`config.mk`:
```
export PLATFORM = sky130hd
export DESIGN_NAME = status_led_mode_controller_core_flat
export DESIGN_NICKNAME = d
export VERILOG_FILES = /design/src/rtl/core/slmc_pkg.sv /design/src/rtl/core/slmc_in_if.sv /design/src/rtl/core/slmc_out_if.sv /design/src/rtl/core/slmc_cfg_if.sv /design/src/rtl/core/status_led_mode_controller_core.sv /design/src/flat_wrapper.sv
export SDC_FILE = /design/constraint.sdc
export NUM_CORES = 1
export LEC_CHECK = 0
export ABC_CLOCK_PERIOD_IN_PS = 10600
export BUFFER_PORTS_ARGS = -buffer_cell sky130_fd_sc_hd__buf_2
export CORE_MARGIN = 10
export CORE_UTILIZATION = 55
export CTS_CLUSTER_SIZE = 20
export DETAILED_ROUTE_END_ITERATION = 8
export PLACE_DENSITY = 0.84
export SLEW_MARGIN = 15
export SYNTH_ARGS = -nofsm -noshare
export SYNTH_HDL_FRONTEND = slang
export SYNTH_SLANG_ARGS = --single-unit
```
`constraint.sdc`:
```
create_clock -name clk -period 10.6 [get_ports clk]
set_input_delay 2.12 -clock clk [delete_from_list [all_inputs] [get_ports clk]]
set_output_delay 2.12 -clock clk [all_outputs]
set_load 0.005 [all_outputs]
```
`src/rtl/core/slmc_pkg.sv`:
```
`default_nettype none

package slmc_pkg;

  localparam int unsigned MV_W      = 13;
  localparam int unsigned SAMPLE_W  = 16;
  localparam int unsigned SETTING_W = 16;
  localparam int unsigned MODE_W    = 4;
  localparam int unsigned CFG_IDX_W = 2;

  localparam logic [SETTING_W-1:0] SETTING_RESET = 16'd3300;
  localparam logic [SETTING_W-1:0] SETTING_MIN   = 16'd1800;
  localparam logic [SETTING_W-1:0] SETTING_MAX   = 16'd5000;
  localparam logic [12:0]          MV_FULL_SCALE = 13'd6600;
  localparam logic [16:0]          SAMPLE_MAX    = 17'd65535;
  localparam logic [31:0]          RECIP_TEN     = 32'd52429;

  typedef enum logic [2:0] {
    KIND_TICK          = 3'd0,
    KIND_TX_NOTICE     = 3'd1,
    KIND_RX_NOTICE     = 3'd2,
    KIND_SET_RUNNING   = 3'd3,
    KIND_SET_CONNECTED = 3'd4
  } slmc_kind_t;

  typedef enum logic [MODE_W-1:0] {
    MODE_OFF       = 4'd0,
    MODE_RUNNING   = 4'd1,
    MODE_CONNECTED = 4'd2,
    MODE_ANY_BLINK = 4'd3,
    MODE_POWER     = 4'd4,
    MODE_VREF      = 4'd5,
    MODE_TX        = 4'd6,
    MODE_RX        = 4'd7,
    MODE_TXRX      = 4'd8
  } slmc_mode_t;

  typedef enum logic [CFG_IDX_W-1:0] {
    CFG_REFERENCE_SETTING_MV = 2'd0,
    CFG_LED_ONE_MODE         = 2'd1,
    CFG_LED_TWO_MODE         = 2'd2
  } slmc_cfg_idx_t;

  typedef struct packed {
    logic [2:0]          kind;
    logic [15:0]         byte_count;
    logic                flag_value;
    logic [SAMPLE_W-1:0] adc_sample;
    logic                adc_valid;
  } slmc_in_t;

  typedef struct packed {
    logic            led_one_on;
    logic            led_two_on;
    logic [MV_W-1:0] external_mv;
    logic            reference_good;
  } slmc_out_t;

  typedef struct packed {
    logic [CFG_IDX_W-1:0] index;
    logic [SETTING_W-1:0] wdata;
  } slmc_cfg_t;

  typedef struct packed {
    logic running;
    logic connected;
    logic ref_on;
    logic blink;
    logic tx;
    logic rx;
  } slmc_led_src_t;

  // sample * 6600 / 65535, floor; x / 65535 = hi + ((hi + lo) >= 65535)
  function automatic logic [MV_W-1:0] sample_to_mv(input logic [SAMPLE_W-1:0] sample);
    logic [28:0] prod;
    logic [16:0] sum;
    prod = 29'(sample) * 29'(MV_FULL_SCALE);
    sum  = 17'(prod[28:16]) + 17'(prod[15:0]);
    return prod[28:16] + MV_W'(sum >= SAMPLE_MAX);
  endfunction

  function automatic logic [12:0] clamp_setting(input logic [SETTING_W-1:0] v);
    logic [SETTING_W-1:0] c;
    if (v < SETTING_MIN) begin
      c = SETTING_MIN;
    end else if (v > SETTING_MAX) begin
      c = SETTING_MAX;
    end else begin
      c = v;
    end
    return c[12:0];
  endfunction

  // floor(set * 90 / 100) = floor(set * 9 / 10)
  function automatic logic [MV_W-1:0] on_threshold(input logic [SETTING_W-1:0] v);
    logic [15:0] n9;
    logic [31:0] p;
    n9 = 16'(clamp_setting(v)) * 16'd9;
    p  = 32'(n9) * RECIP_TEN;
    return p[31:19];
  endfunction

  // floor(set * 85 / 100) = floor(floor(set * 17 / 4) / 5)
  function automatic logic [MV_W-1:0] off_threshold(input logic [SETTING_W-1:0] v);
    logic [16:0] n17;
    logic [31:0] p;
    n17 = 17'(clamp_setting(v)) * 17'd17;
    p   = 32'(n17[16:2]) * RECIP_TEN;
    return p[30:18];
  endfunction

  function automatic logic pick_led(input logic [MODE_W-1:0] mode,
                                    input slmc_led_src_t src);
    logic lit;
    case (mode)
      MODE_RUNNING:   lit = src.running;
      MODE_CONNECTED: lit = src.connected;
      MODE_ANY_BLINK: lit = (src.running || src.connected) ? src.blink : 1'b1;
      MODE_POWER:     lit = 1'b1;
      MODE_VREF:      lit = src.ref_on;
      MODE_TX:        lit = src.tx;
      MODE_RX:        lit = src.rx;
      MODE_TXRX:      lit = src.tx || src.rx;
      default:        lit = 1'b0;
    endcase
    return lit;
  endfunction

endpackage

`default_nettype wire

```
`src/rtl/core/slmc_in_if.sv`:
```
`default_nettype none

interface slmc_in_if;
  import slmc_pkg::*;

  logic     valid;
  logic     ready;
  slmc_in_t data;

  modport source (output valid, output data, input ready);
  modport sink (input valid, input data, output ready);
endinterface

`default_nettype wire

```
`src/rtl/core/slmc_out_if.sv`:
```
`default_nettype none

interface slmc_out_if;
  import slmc_pkg::*;

  logic      valid;
  logic      ready;
  slmc_out_t data;

  modport source (output valid, output data, input ready);
  modport sink (input valid, input data, output ready);
endinterface

`default_nettype wire

```
`src/rtl/core/slmc_cfg_if.sv`:
```
`default_nettype none

interface slmc_cfg_if;
  import slmc_pkg::*;

  logic      valid;
  logic      ready;
  slmc_cfg_t data;

  modport source (output valid, output data, input ready);
  modport sink (input valid, input data, output ready);
endinterface

`default_nettype wire

```
`src/rtl/core/status_led_mode_controller_core.sv`:
```
// Status LED mode controller.
// in_ch carries event beats: tick, UART tx/rx notice with byte count, or a write
// of the probe running/connected flag. Only a tick produces a beat on out_ch,
// carrying both LED levels, the last measured reference in mV and the
// reference-good state after that tick.
// cfg_ch writes the reference setting (index 0) and the LED modes (1, 2); it
// is always ready and takes effect for any event accepted afterwards.
// Pipeline: a tick beat is captured in the input register, evaluated there and
// its result captured in the result register, which drives out_ch. Throughput
// is one event per cycle, a tick only when the result register is free, set by
// the single evaluation pass between those two registers.
// When out_ch stalls with a result held, non-tick events still flow; a tick
// waits in the input register and in_ch.ready drops until the result drains.
// Synchronous active-low reset clears all event state, the pipeline valids,
// sets the reference setting to 3300 mV and both LED modes to off.
`default_nettype none

module status_led_mode_controller_core #(
  parameter int unsigned BLINK_HALF_TICKS = 2
) (
  input  wire logic   clk,
  input  wire logic   rst_n,
  slmc_in_if.sink     in_ch,
  slmc_out_if.source  out_ch,
  slmc_cfg_if.sink    cfg_ch
);
  import slmc_pkg::*;

  localparam int unsigned PHASE_W = (BLINK_HALF_TICKS > 1) ? $clog2(2 * BLINK_HALF_TICKS) : 1;
  localparam logic [PHASE_W-1:0] PHASE_HALF = PHASE_W'(BLINK_HALF_TICKS);
  localparam logic [PHASE_W-1:0] PHASE_LAST = PHASE_W'(2 * BLINK_HALF_TICKS - 1);

  logic                s1_valid_r;
  slmc_in_t            s1_data_r;
  logic                out_valid_r;
  slmc_out_t           out_data_r;

  logic [MV_W-1:0]     on_thr_r;
  logic [MV_W-1:0]     off_thr_r;
  logic [MODE_W-1:0]   led_one_mode_r;
  logic [MODE_W-1:0]   led_two_mode_r;

  logic [PHASE_W-1:0]  phase_r;
  logic [PHASE_W-1:0]  phase_nxt;
  logic                tx_pend_r;
  logic                rx_pend_r;
  logic                ref_on_r;
  logic                ref_on_nxt;
  logic                running_r;
  logic                connected_r;
  logic [MV_W-1:0]     mv_r;
  logic [MV_W-1:0]     mv_nxt;
  logic [MV_W-1:0]     sample_mv;

  logic                s1_is_tick;
  logic                out_free;
  logic                s1_go;
  logic                tick_go;
  slmc_led_src_t       led_src;
  slmc_out_t           out_nxt;

  assign cfg_ch.ready = 1'b1;

  assign s1_is_tick   = (s1_data_r.kind == KIND_TICK);
  assign out_free     = !out_valid_r || out_ch.ready;
  assign s1_go        = s1_valid_r && (!s1_is_tick || out_free);
  assign tick_go      = s1_go && s1_is_tick;
  assign in_ch.ready  = !s1_valid_r || s1_go;

  assign out_ch.valid = out_valid_r;
  assign out_ch.data  = out_data_r;

  always_comb begin
    sample_mv  = sample_to_mv(s1_data_r.adc_sample);
    mv_nxt     = mv_r;
    ref_on_nxt = ref_on_r;
    if (s1_data_r.adc_valid) begin
      mv_nxt = sample_mv;
      if (ref_on_r) begin
        ref_on_nxt = !(sample_mv < off_thr_r);
      end else begin
        ref_on_nxt = (sample_mv >= on_thr_r);
      end
    end
    phase_nxt = (phase_r == PHASE_LAST) ? '0 : phase_r + PHASE_W'(1);
  end

  always_comb begin
    led_src.running   = running_r;
    led_src.connected = connected_r;
    led_src.ref_on    = ref_on_nxt;
    led_src.blink     = (phase_r < PHASE_HALF);
    led_src.tx        = tx_pend_r;
    led_src.rx        = rx_pend_r;
    out_nxt.led_one_on     = pick_led(led_one_mode_r, led_src);
    out_nxt.led_two_on     = pick_led(led_two_mode_r, led_src);
    out_nxt.external_mv    = mv_nxt;
    out_nxt.reference_good = ref_on_nxt;
  end

  always_ff @(posedge clk) begin
    if (!rst_n) begin
      on_thr_r       <= on_threshold(SETTING_RESET);
      off_thr_r      <= off_threshold(SETTING_RESET);
      led_one_mode_r <= MODE_OFF;
      led_two_mode_r <= MODE_OFF;
    end else if (cfg_ch.valid) begin
      case (cfg_ch.data.index)
        CFG_REFERENCE_SETTING_MV: begin
          on_thr_r  <= on_threshold(cfg_ch.data.wdata);
          off_thr_r <= off_threshold(cfg_ch.data.wdata);
        end
        CFG_LED_ONE_MODE: led_one_mode_r <= cfg_ch.data.wdata[MODE_W-1:0];
        CFG_LED_TWO_MODE: led_two_mode_r <= cfg_ch.data.wdata[MODE_W-1:0];
        default: ;
      endcase
    end
  end

  always_ff @(posedge clk) begin
    if (!rst_n) begin
      s1_valid_r <= 1'b0;
    end else if (in_ch.ready) begin
      s1_valid_r <= in_ch.valid;
    end
  end

  always_ff @(posedge clk) begin
    if (in_ch.ready && in_ch.valid) begin
      s1_data_r <= in_ch.data;
    end
  end

  always_ff @(posedge clk) begin
    if (!rst_n) begin
      phase_r     <= '0;
      tx_pend_r   <= 1'b0;
      rx_pend_r   <= 1'b0;
      ref_on_r    <= 1'b0;
      running_r   <= 1'b0;
      connected_r <= 1'b0;
      mv_r        <= '0;
    end else if (s1_go) begin
      case (s1_data_r.kind)
        KIND_TICK: begin
          phase_r   <= phase_nxt;
          tx_pend_r <= 1'b0;
          rx_pend_r <= 1'b0;
          ref_on_r  <= ref_on_nxt;
          mv_r      <= mv_nxt;
        end
        KIND_TX_NOTICE: begin
          if (s1_data_r.byte_count != '0) begin
            tx_pend_r <= 1'b1;
          end
        end
        KIND_RX_NOTICE: begin
          if (s1_data_r.byte_count != '0) begin
            rx_pend_r <= 1'b1;
          end
        end
        KIND_SET_RUNNING:   running_r   <= s1_data_r.flag_value;
        KIND_SET_CONNECTED: connected_r <= s1_data_r.flag_value;
        default: ;
      endcase
    end
  end

  always_ff @(posedge clk) begin
    if (!rst_n) begin
      out_valid_r <= 1'b0;
    end else if (tick_go) begin
      out_valid_r <= 1'b1;
    end else if (out_ch.ready) begin
      out_valid_r <= 1'b0;
    end
  end

  always_ff @(posedge clk) begin
    if (tick_go) begin
      out_data_r <= out_nxt;
    end
  end

endmodule

`default_nettype wire
```
`src/flat_wrapper.sv`:
```
// flat-port wrapper written by rule: the top's interface ports become plain ports
module status_led_mode_controller_core_flat import slmc_pkg::*;
#(
  parameter int unsigned BLINK_HALF_TICKS = 2
)
  (clk, rst_n, in_ch_valid, in_ch_data, in_ch_ready, out_ch_valid, out_ch_data, out_ch_ready, cfg_ch_valid, cfg_ch_data, cfg_ch_ready);
  slmc_in_if in_ch_i ();
  slmc_out_if out_ch_i ();
  slmc_cfg_if cfg_ch_i ();
  input  wire logic clk;
  input  wire logic rst_n;
  input wire logic [$bits(in_ch_i.valid)-1:0] in_ch_valid;
  input wire logic [$bits(in_ch_i.data)-1:0] in_ch_data;
  output wire logic [$bits(in_ch_i.ready)-1:0] in_ch_ready;
  output wire logic [$bits(out_ch_i.valid)-1:0] out_ch_valid;
  output wire logic [$bits(out_ch_i.data)-1:0] out_ch_data;
  input wire logic [$bits(out_ch_i.ready)-1:0] out_ch_ready;
  input wire logic [$bits(cfg_ch_i.valid)-1:0] cfg_ch_valid;
  input wire logic [$bits(cfg_ch_i.data)-1:0] cfg_ch_data;
  output wire logic [$bits(cfg_ch_i.ready)-1:0] cfg_ch_ready;
  assign in_ch_i.valid = in_ch_valid;
  assign in_ch_i.data = in_ch_data;
  assign in_ch_ready = in_ch_i.ready;
  assign out_ch_valid = out_ch_i.valid;
  assign out_ch_data = out_ch_i.data;
  assign out_ch_i.ready = out_ch_ready;
  assign cfg_ch_i.valid = cfg_ch_valid;
  assign cfg_ch_i.data = cfg_ch_data;
  assign cfg_ch_ready = cfg_ch_i.ready;
  status_led_mode_controller_core #(.BLINK_HALF_TICKS(BLINK_HALF_TICKS)) u_core (.clk(clk), .rst_n(rst_n), .in_ch(in_ch_i), .out_ch(out_ch_i), .cfg_ch(cfg_ch_i));
endmodule
```
==> impl_metrics.csv, run 1 <==
group,metric,value,unit
place,io_buffers,77,
route,drt_iter0_drc,529,
place,hpwl,33900,um
logic_synthesis,synth_edf_count,53,
logic_synthesis,synth_area,17380,sq um
timing,slew_headroom,41.72,%
logic_synthesis,synth_top_area_share,28.94,%
floorplanning,io-pin-count,79,
cells_and_area,final_layout_size_suffix_gt1_share,11.76,%
clocking,clkLatencyLatePin,0.36,ns
timing,hold_viol_final,0,
min_path,hold_class,"flop to flop",
floorplanning,placementRows,65,
global_route,antenna_found_initial,0,
clocking,cts_root_buf,"clkbuf_16",
clocking,clock-sinks,109,
setup_path,cpPeakStageDelay,0.54,ns
floorplanning,die_w,197.8,um
clocking,cts_tree,"built",
setup_path,slowest_stage,"fa_1",
cells_and_area,final_nets,2566,
logic_synthesis,ys_seq_elements,109,
setup_path,regToRegStartpoint,"u_core.s1_data_r[1]",
route,vias,12912,
cells_and_area,fillers,2503,
setup_path,crit_top_cell,"ha_1",
timing,worst_slew_pin_slew,0.8742,ns
timing,period_needed,10.33,ns
floorplanning,fp.dieH,197.8,um
logic_synthesis,yosys_most_used_dff,"dfxtp_1",
clocking,numCtsBuffers,9,
logic_synthesis,syn_area_per_cell,9.749,sq um
clocking,cts_hold_buf,0,
cells_and_area,syn2layout_area_growth,10.52,%
timing,rsz0062_at_grt,"yes",
route,drtAntennaViolNets,0,
run,cap_violations,0,
setup_path,reg2regPathDepth,39,
cells_and_area,multiInputGateArea,13400,sq um
timing,fmax,0.09682,GHz
setup_path,endpoint_kind,"flop",
floorplanning,core_area,31390,sq um
logic_synthesis,synth_cell_type_count,75,
route,drtPass1Iterations,5,
timing,finClkSkew,0.008110,ns
logic_synthesis,synthArstFlopShare,0,%
global_route,grt_max_degree,43,
route,drc,0,
cells_and_area,antenna_cells,0,
setup_path,cp-start-kind,"input port",
logic_synthesis,synth_warnings,0,
logic_synthesis,synth_top_cell_by_area,"ha_1",
global_route,grt_pass1_vias,13770,
global_route,grt_pass1_wl,66230,um
global_route,gr-total-overflow,0,
setup_path,r2r_slack,0.52,ns
clocking,htree_levels,3,
clocking,cts_buffer_depth,2,
logic_synthesis,synthCells,1783,
timing,setup_viol,0,
setup_path,r2r-end,"u_core.out_ch.data[14]",
floorplanning,start_util,55.37,%
cells_and_area,register_area,2713,sq um
global_route,grt_use_total,20.67,%
floorplanning,die-area,39110,sq um
route,wire_per_inst,16.98,um
logic_synthesis,ys_seq_area_share,15.61,%
place,gp_congestion,0.9928,
timing,drv_slew,0,
status,status,"finished, final reports clean",
clocking,cts.clk_slew.worst_paths,0.07,ns
logic_synthesis,syn_nets,2433,
setup_path,cp_max_fo,5,
setup_path,required,10.88,ns
route,vias_per_cell,5.558,
timing,fin_hold_ws,0.4609,ns
setup_path,critical_path_class,"input port to flop",
min_path,hold_start,"u_core.on_thr_r[10]",
timing,period_share,97.44,%
setup_path,worstSetupStartpoint,"cfg_ch_data[6]",
setup_path,worstPathArrival,10.61,ns
route,routed_wl,39440,um
setup_path,crit_path_end,"u_core.on_thr_r[12]",
logic_synthesis,ys_top_cells_by_area,"ha_1 (29%), fa_1 (22%), edfxtp_1 (9.2%)",
==> cell usage after synthesis, types with 16 or more instances <==
library cell	instances
a21o_1	50
nand2_1	74
ha_1	402
nand3_1	22
inv_1	364
clkbuf_1	22
dfxtp_1	56
nor2b_1	19
a21oi_1	98
fa_1	188
o21ai_0	50
edfxtp_1	53
xor2_1	24
xnor2_1	57
nor2_1	61
nor3_1	16
==> worst max-delay path, delay by kind of cell <==
kind                     cells  cell delay, ns
buffers and inverters        7            0.59
AO/OA/AOI/OAI               18            3.39
adder cells (fa/ha/maj)      9            3.43
XOR/XNOR                     1            0.16
AND/OR/NAND/NOR              4            0.92
==> timing repair <==
item / CTS / global route
endpoints found under the setup margin: 0 / 25
gates resized for setup: 0 / 43
setup buffers: 0 / 4
==> registers in the layout, summed over array words and instances (netlist names), 2 cells and up <==
name / flops
u_core.mv_r: 13
u_core.off_thr_r: 13
u_core.led_one_mode_r: 4
u_core.on_thr_r: 13
u_core.led_two_mode_r: 4
u_core.out_ch.data: 16
u_core.phase_r: 2
u_core.s1_data_r: 37
==> routing by layer <==
metal / vias to the layer above / part of all wire (%) / track usage (%) / wire length, um
li1: 6277 / - / - / -
met1: 6263 / 44 / 26.06 / 17360
met2: 307 / 48 / 35.41 / 18800
met3: 65 / 6.2 / 4.023 / 2429
met4: 0 / 2.2 / 5.495 / 860
met5: - / 0 / 0 / 0
==> worst min-delay path by stage <==
stage,to,slack (ns),cells after the start
after detailed placement,u_core.on_thr_r[2],0.45,2
final,u_core.on_thr_r[10],0.46,2
after CTS,u_core.on_thr_r[10],0.46,2
after global placement,u_core.mv_r[1],0.44,2
after global routing,u_core.on_thr_r[10],0.47,2
after floorplan,u_core.off_thr_r[3],0.43,2
==> cells in the final DEF (no fill, tap or decap), types with 45 or more instances in the layout <==
| master | count |
|---|---|
| fa_1 | 186 |
| dfxtp_1 | 56 |
| buf_2 | 78 |
| buf_4 | 67 |
| nand2_1 | 74 |
| ha_1 | 402 |
| a21oi_1 | 90 |
| nor2_1 | 61 |
| edfxtp_1 | 53 |
| o21ai_0 | 45 |
| xnor2_1 | 50 |
| inv_1 | 364 |
| a21o_1 | 50 |
==> kinds of logic after synthesis <==
kind of cell / count (synthesis) / synth area share [%]
muxes: 18 / 1.080
AOI/OAI and AO/OA: 302 / 11.43
DFF: 109 / 15.61
xor gates and xnor gates: 81 / 4.081
other: 1 / 0.02157
and+or+nand+nor: 291 / 8.724
buffers and inverters: 391 / 8.465
adders and majority gates: 590 / 50.59
==> layout make-up <==
type,count,share of cell area (%)
clock buffers,9,1.172
clock inverters,7,0.4754
inverters,367,7.171
multi-input cells,1283,69.73
flip-flops and latches,109,14.12
well taps,402,2.618
repair buffers,146,4.709
==> through the flow <==
stage                     cell area, sq um  TNS (ns)  std cells  utilization (%)  setup slack, ns
after floorplan                      17390         0       1783                -          0.03506
after global placement               18680         0       2302            59.49          0.01960
after detailed placement             18680    -1.710       2302            59.49          -0.2469
after CTS                            18990         0       2318            60.50          0.09180
after global routing                 19210   -0.3490       2323            61.20          -0.1138
final                                19210         0       2323            61.20           0.2714
Power of run 1 is left out: the tool's default activity adds up to more than one toggle a clock period on the data nets, which glitch-free logic cannot reach.
==> run 2: changes to the inputs <==
--- a/config.mk
+++ b/config.mk
@@ -5,13 +5,13 @@
 export SDC_FILE = /design/constraint.sdc
 export NUM_CORES = 1
 export LEC_CHECK = 0
-export ABC_CLOCK_PERIOD_IN_PS = 10600
+export ABC_CLOCK_PERIOD_IN_PS = 11440
 export BUFFER_PORTS_ARGS = -buffer_cell sky130_fd_sc_hd__buf_2
 export CORE_MARGIN = 10
 export CORE_UTILIZATION = 55
 export CTS_CLUSTER_SIZE = 20
 export DETAILED_ROUTE_END_ITERATION = 8
-export PLACE_DENSITY = 0.84
+export PLACE_DENSITY = 0.81
 export SLEW_MARGIN = 15
 export SYNTH_ARGS = -nofsm -noshare
 export SYNTH_HDL_FRONTEND = slang
==> constraint.sdc (replaced) <==
create_clock -name clk -period 11.44 [get_ports clk]
set_input_delay 2.288 -clock clk [delete_from_list [all_inputs] [get_ports clk]]
set_output_delay 2.288 -clock clk [all_outputs]
set_load 0.005 [all_outputs]
==> run 2 against run 1 <==
Critical path type unchanged. Clock skew is 0.0014 ns higher. Critical endpoint is now u_core.off_thr_r[9]. Die area unchanged. Final area decreased by 3.1%.
==> impl_metrics.csv, run 2 (synthesized netlist as in run 1, its figures left out) <==
group,metric,value,unit
status,status,"finished, final reports clean",
clocking,clkLatencyLatePin,0.36,ns
timing,finClkSkew,0.009485,ns
global_route,grt_pass1_wl,63880,um
setup_path,endpoint_kind,"flop",
cells_and_area,final_nets,2512,
cells_and_area,antenna_cells,0,
clocking,htree_levels,3,
clocking,cts_tree,"built",
cells_and_area,largest_reg_flops,37,
global_route,gr-total-overflow,0,
setup_path,cp_max_fo,12,
timing,setup_viol,0,
setup_path,cpPeakStageDelay,0.56,ns
route,vias,12589,
setup_path,critical_path_class,"input port to flop",
timing,period_share,96.07,%
min_path,hold_class,"flop to flop",
timing,fin_ws,0.4492,ns
timing,drv_slew,0,
cells_and_area,largest_register,"u_core.s1_data_r",
floorplanning,die-area,39110,sq um
timing,fmax,0.09098,GHz
floorplanning,die_w,197.8,um
global_route,grt_use_total,19.88,%
cells_and_area,syn2layout_area_growth,7.141,%
route,drtPass1Iterations,5,
timing,slew_headroom,40.02,%
cells_and_area,final_common_cell,"ha_1",
place,dp_worst_setup_slack,-0.07548,ns
clocking,clock-sinks,109,
place,io_buffers,77,
place,gp_congestion,1.005,
cells_and_area,stdcell_area,18620,sq um
place,place_area,18290,sq um
setup_path,required,11.69,ns
cells_and_area,final_util,59.32,%
route,routed_wl,37680,um
clocking,cts.clk_slew.worst_paths,0.08,ns
floorplanning,placementRows,65,
timing,fin_hold_ws,0.4593,ns
clocking,cts_buffer_depth,2,
timing,worst_slew_pin_slew,0.8996,ns
timing,period_needed,10.99,ns
setup_path,slowest_stage,"fa_1",
route,drt_iter0_drc,594,
clocking,numCtsBuffers,9,
floorplanning,fp.dieH,197.8,um
floorplanning,core_area,31390,sq um
place,hpwl,32520,um
route,wire_per_inst,16.61,um
setup_path,worstPathArrival,11.25,ns
cells_and_area,final_layout_size_suffix_gt1_share,7.659,%
timing,hold_viol_final,0,
route,vias_per_cell,5.548,
global_route,grt_max_degree,43,
clocking,cts_root_buf,"clkbuf_16",
route,drtAntennaViolNets,0,
route,drc,0,
run,cap_violations,0,
global_route,antenna_found_initial,0,
floorplanning,io-pin-count,79,
floorplanning,start_util,55.37,%
cells_and_area,final_cell_mix,"ha_1 (402), inv_1 (364), fa_1 (187)",
global_route,grt_pass1_vias,13226,
setup_path,cp-start-kind,"input port",
==> run 2: path summary, 6_finish.rpt <==
| path | start | end | slack [ns] | depth (start not counted) |
|---|---|---|---|---|
| max | cfg_ch_data[6] | u_core.off_thr_r[9] | 0.45 | 37 |
| min | u_core.mv_r[2] | u_core.mv_r[2] | 0.46 | 2 |
| max reg2reg | u_core.s1_data_r[1] | u_core.out_ch.data[15] | 1.36 | 41 |
| min reg2reg | u_core.mv_r[2] | u_core.mv_r[2] | 0.46 | 2 |
==> run 2: area by class of cell <==
cell class | count | area, sq um
Multi-Input combinational cell | 1283 | 13230
Fill cell | 2655 | 12770
Sequential cell | 109 | 2713
Inverter | 367 | 1378
Tap cell | 402 | 503.0
Timing Repair Buffer | 92 | 498.0
Clock buffer | 9 | 225.2
Clock inverter | 7 | 77.57
==> run 2: worst max-delay path: cells and delay by family <==
kind                     cells  cell delay, ns
adder cells (fa/ha/maj)     10            3.70
AO/OA/AOI/OAI               11            2.34
AND/OR/NAND/NOR             10            2.36
buffers and inverters        6            0.53
==> run 2: routing by layer <==
layer | GRT usage [%] | wire length, um | up-vias
li1 | - | - | 6176
met1 | 26.45 | 17280 | 6052
met2 | 33.07 | 17550 | 302
met3 | 3.174 | 2102 | 59
met4 | 4.954 | 745 | 0
met5 | 0 | 0 | -
==> run 2: per-stage QoR <==
stage	TNS, ns	std cells
2_1_floorplan	0	1783
3_3_place_gp	0	2252
3_5_place_dp	-0.07548	2252
4_1_cts	0	2268
5_1_grt	-0.005507	2269
6_report	0	2269
==> run 2: timing repair <==
item                                    4_1_cts  5_1_grt
hold buffers                                  0        0
buffers inserted                              0        1
gates resized for setup                       0        8
endpoints found under the setup margin        0       16
Power of run 2 is left out for the same reason.
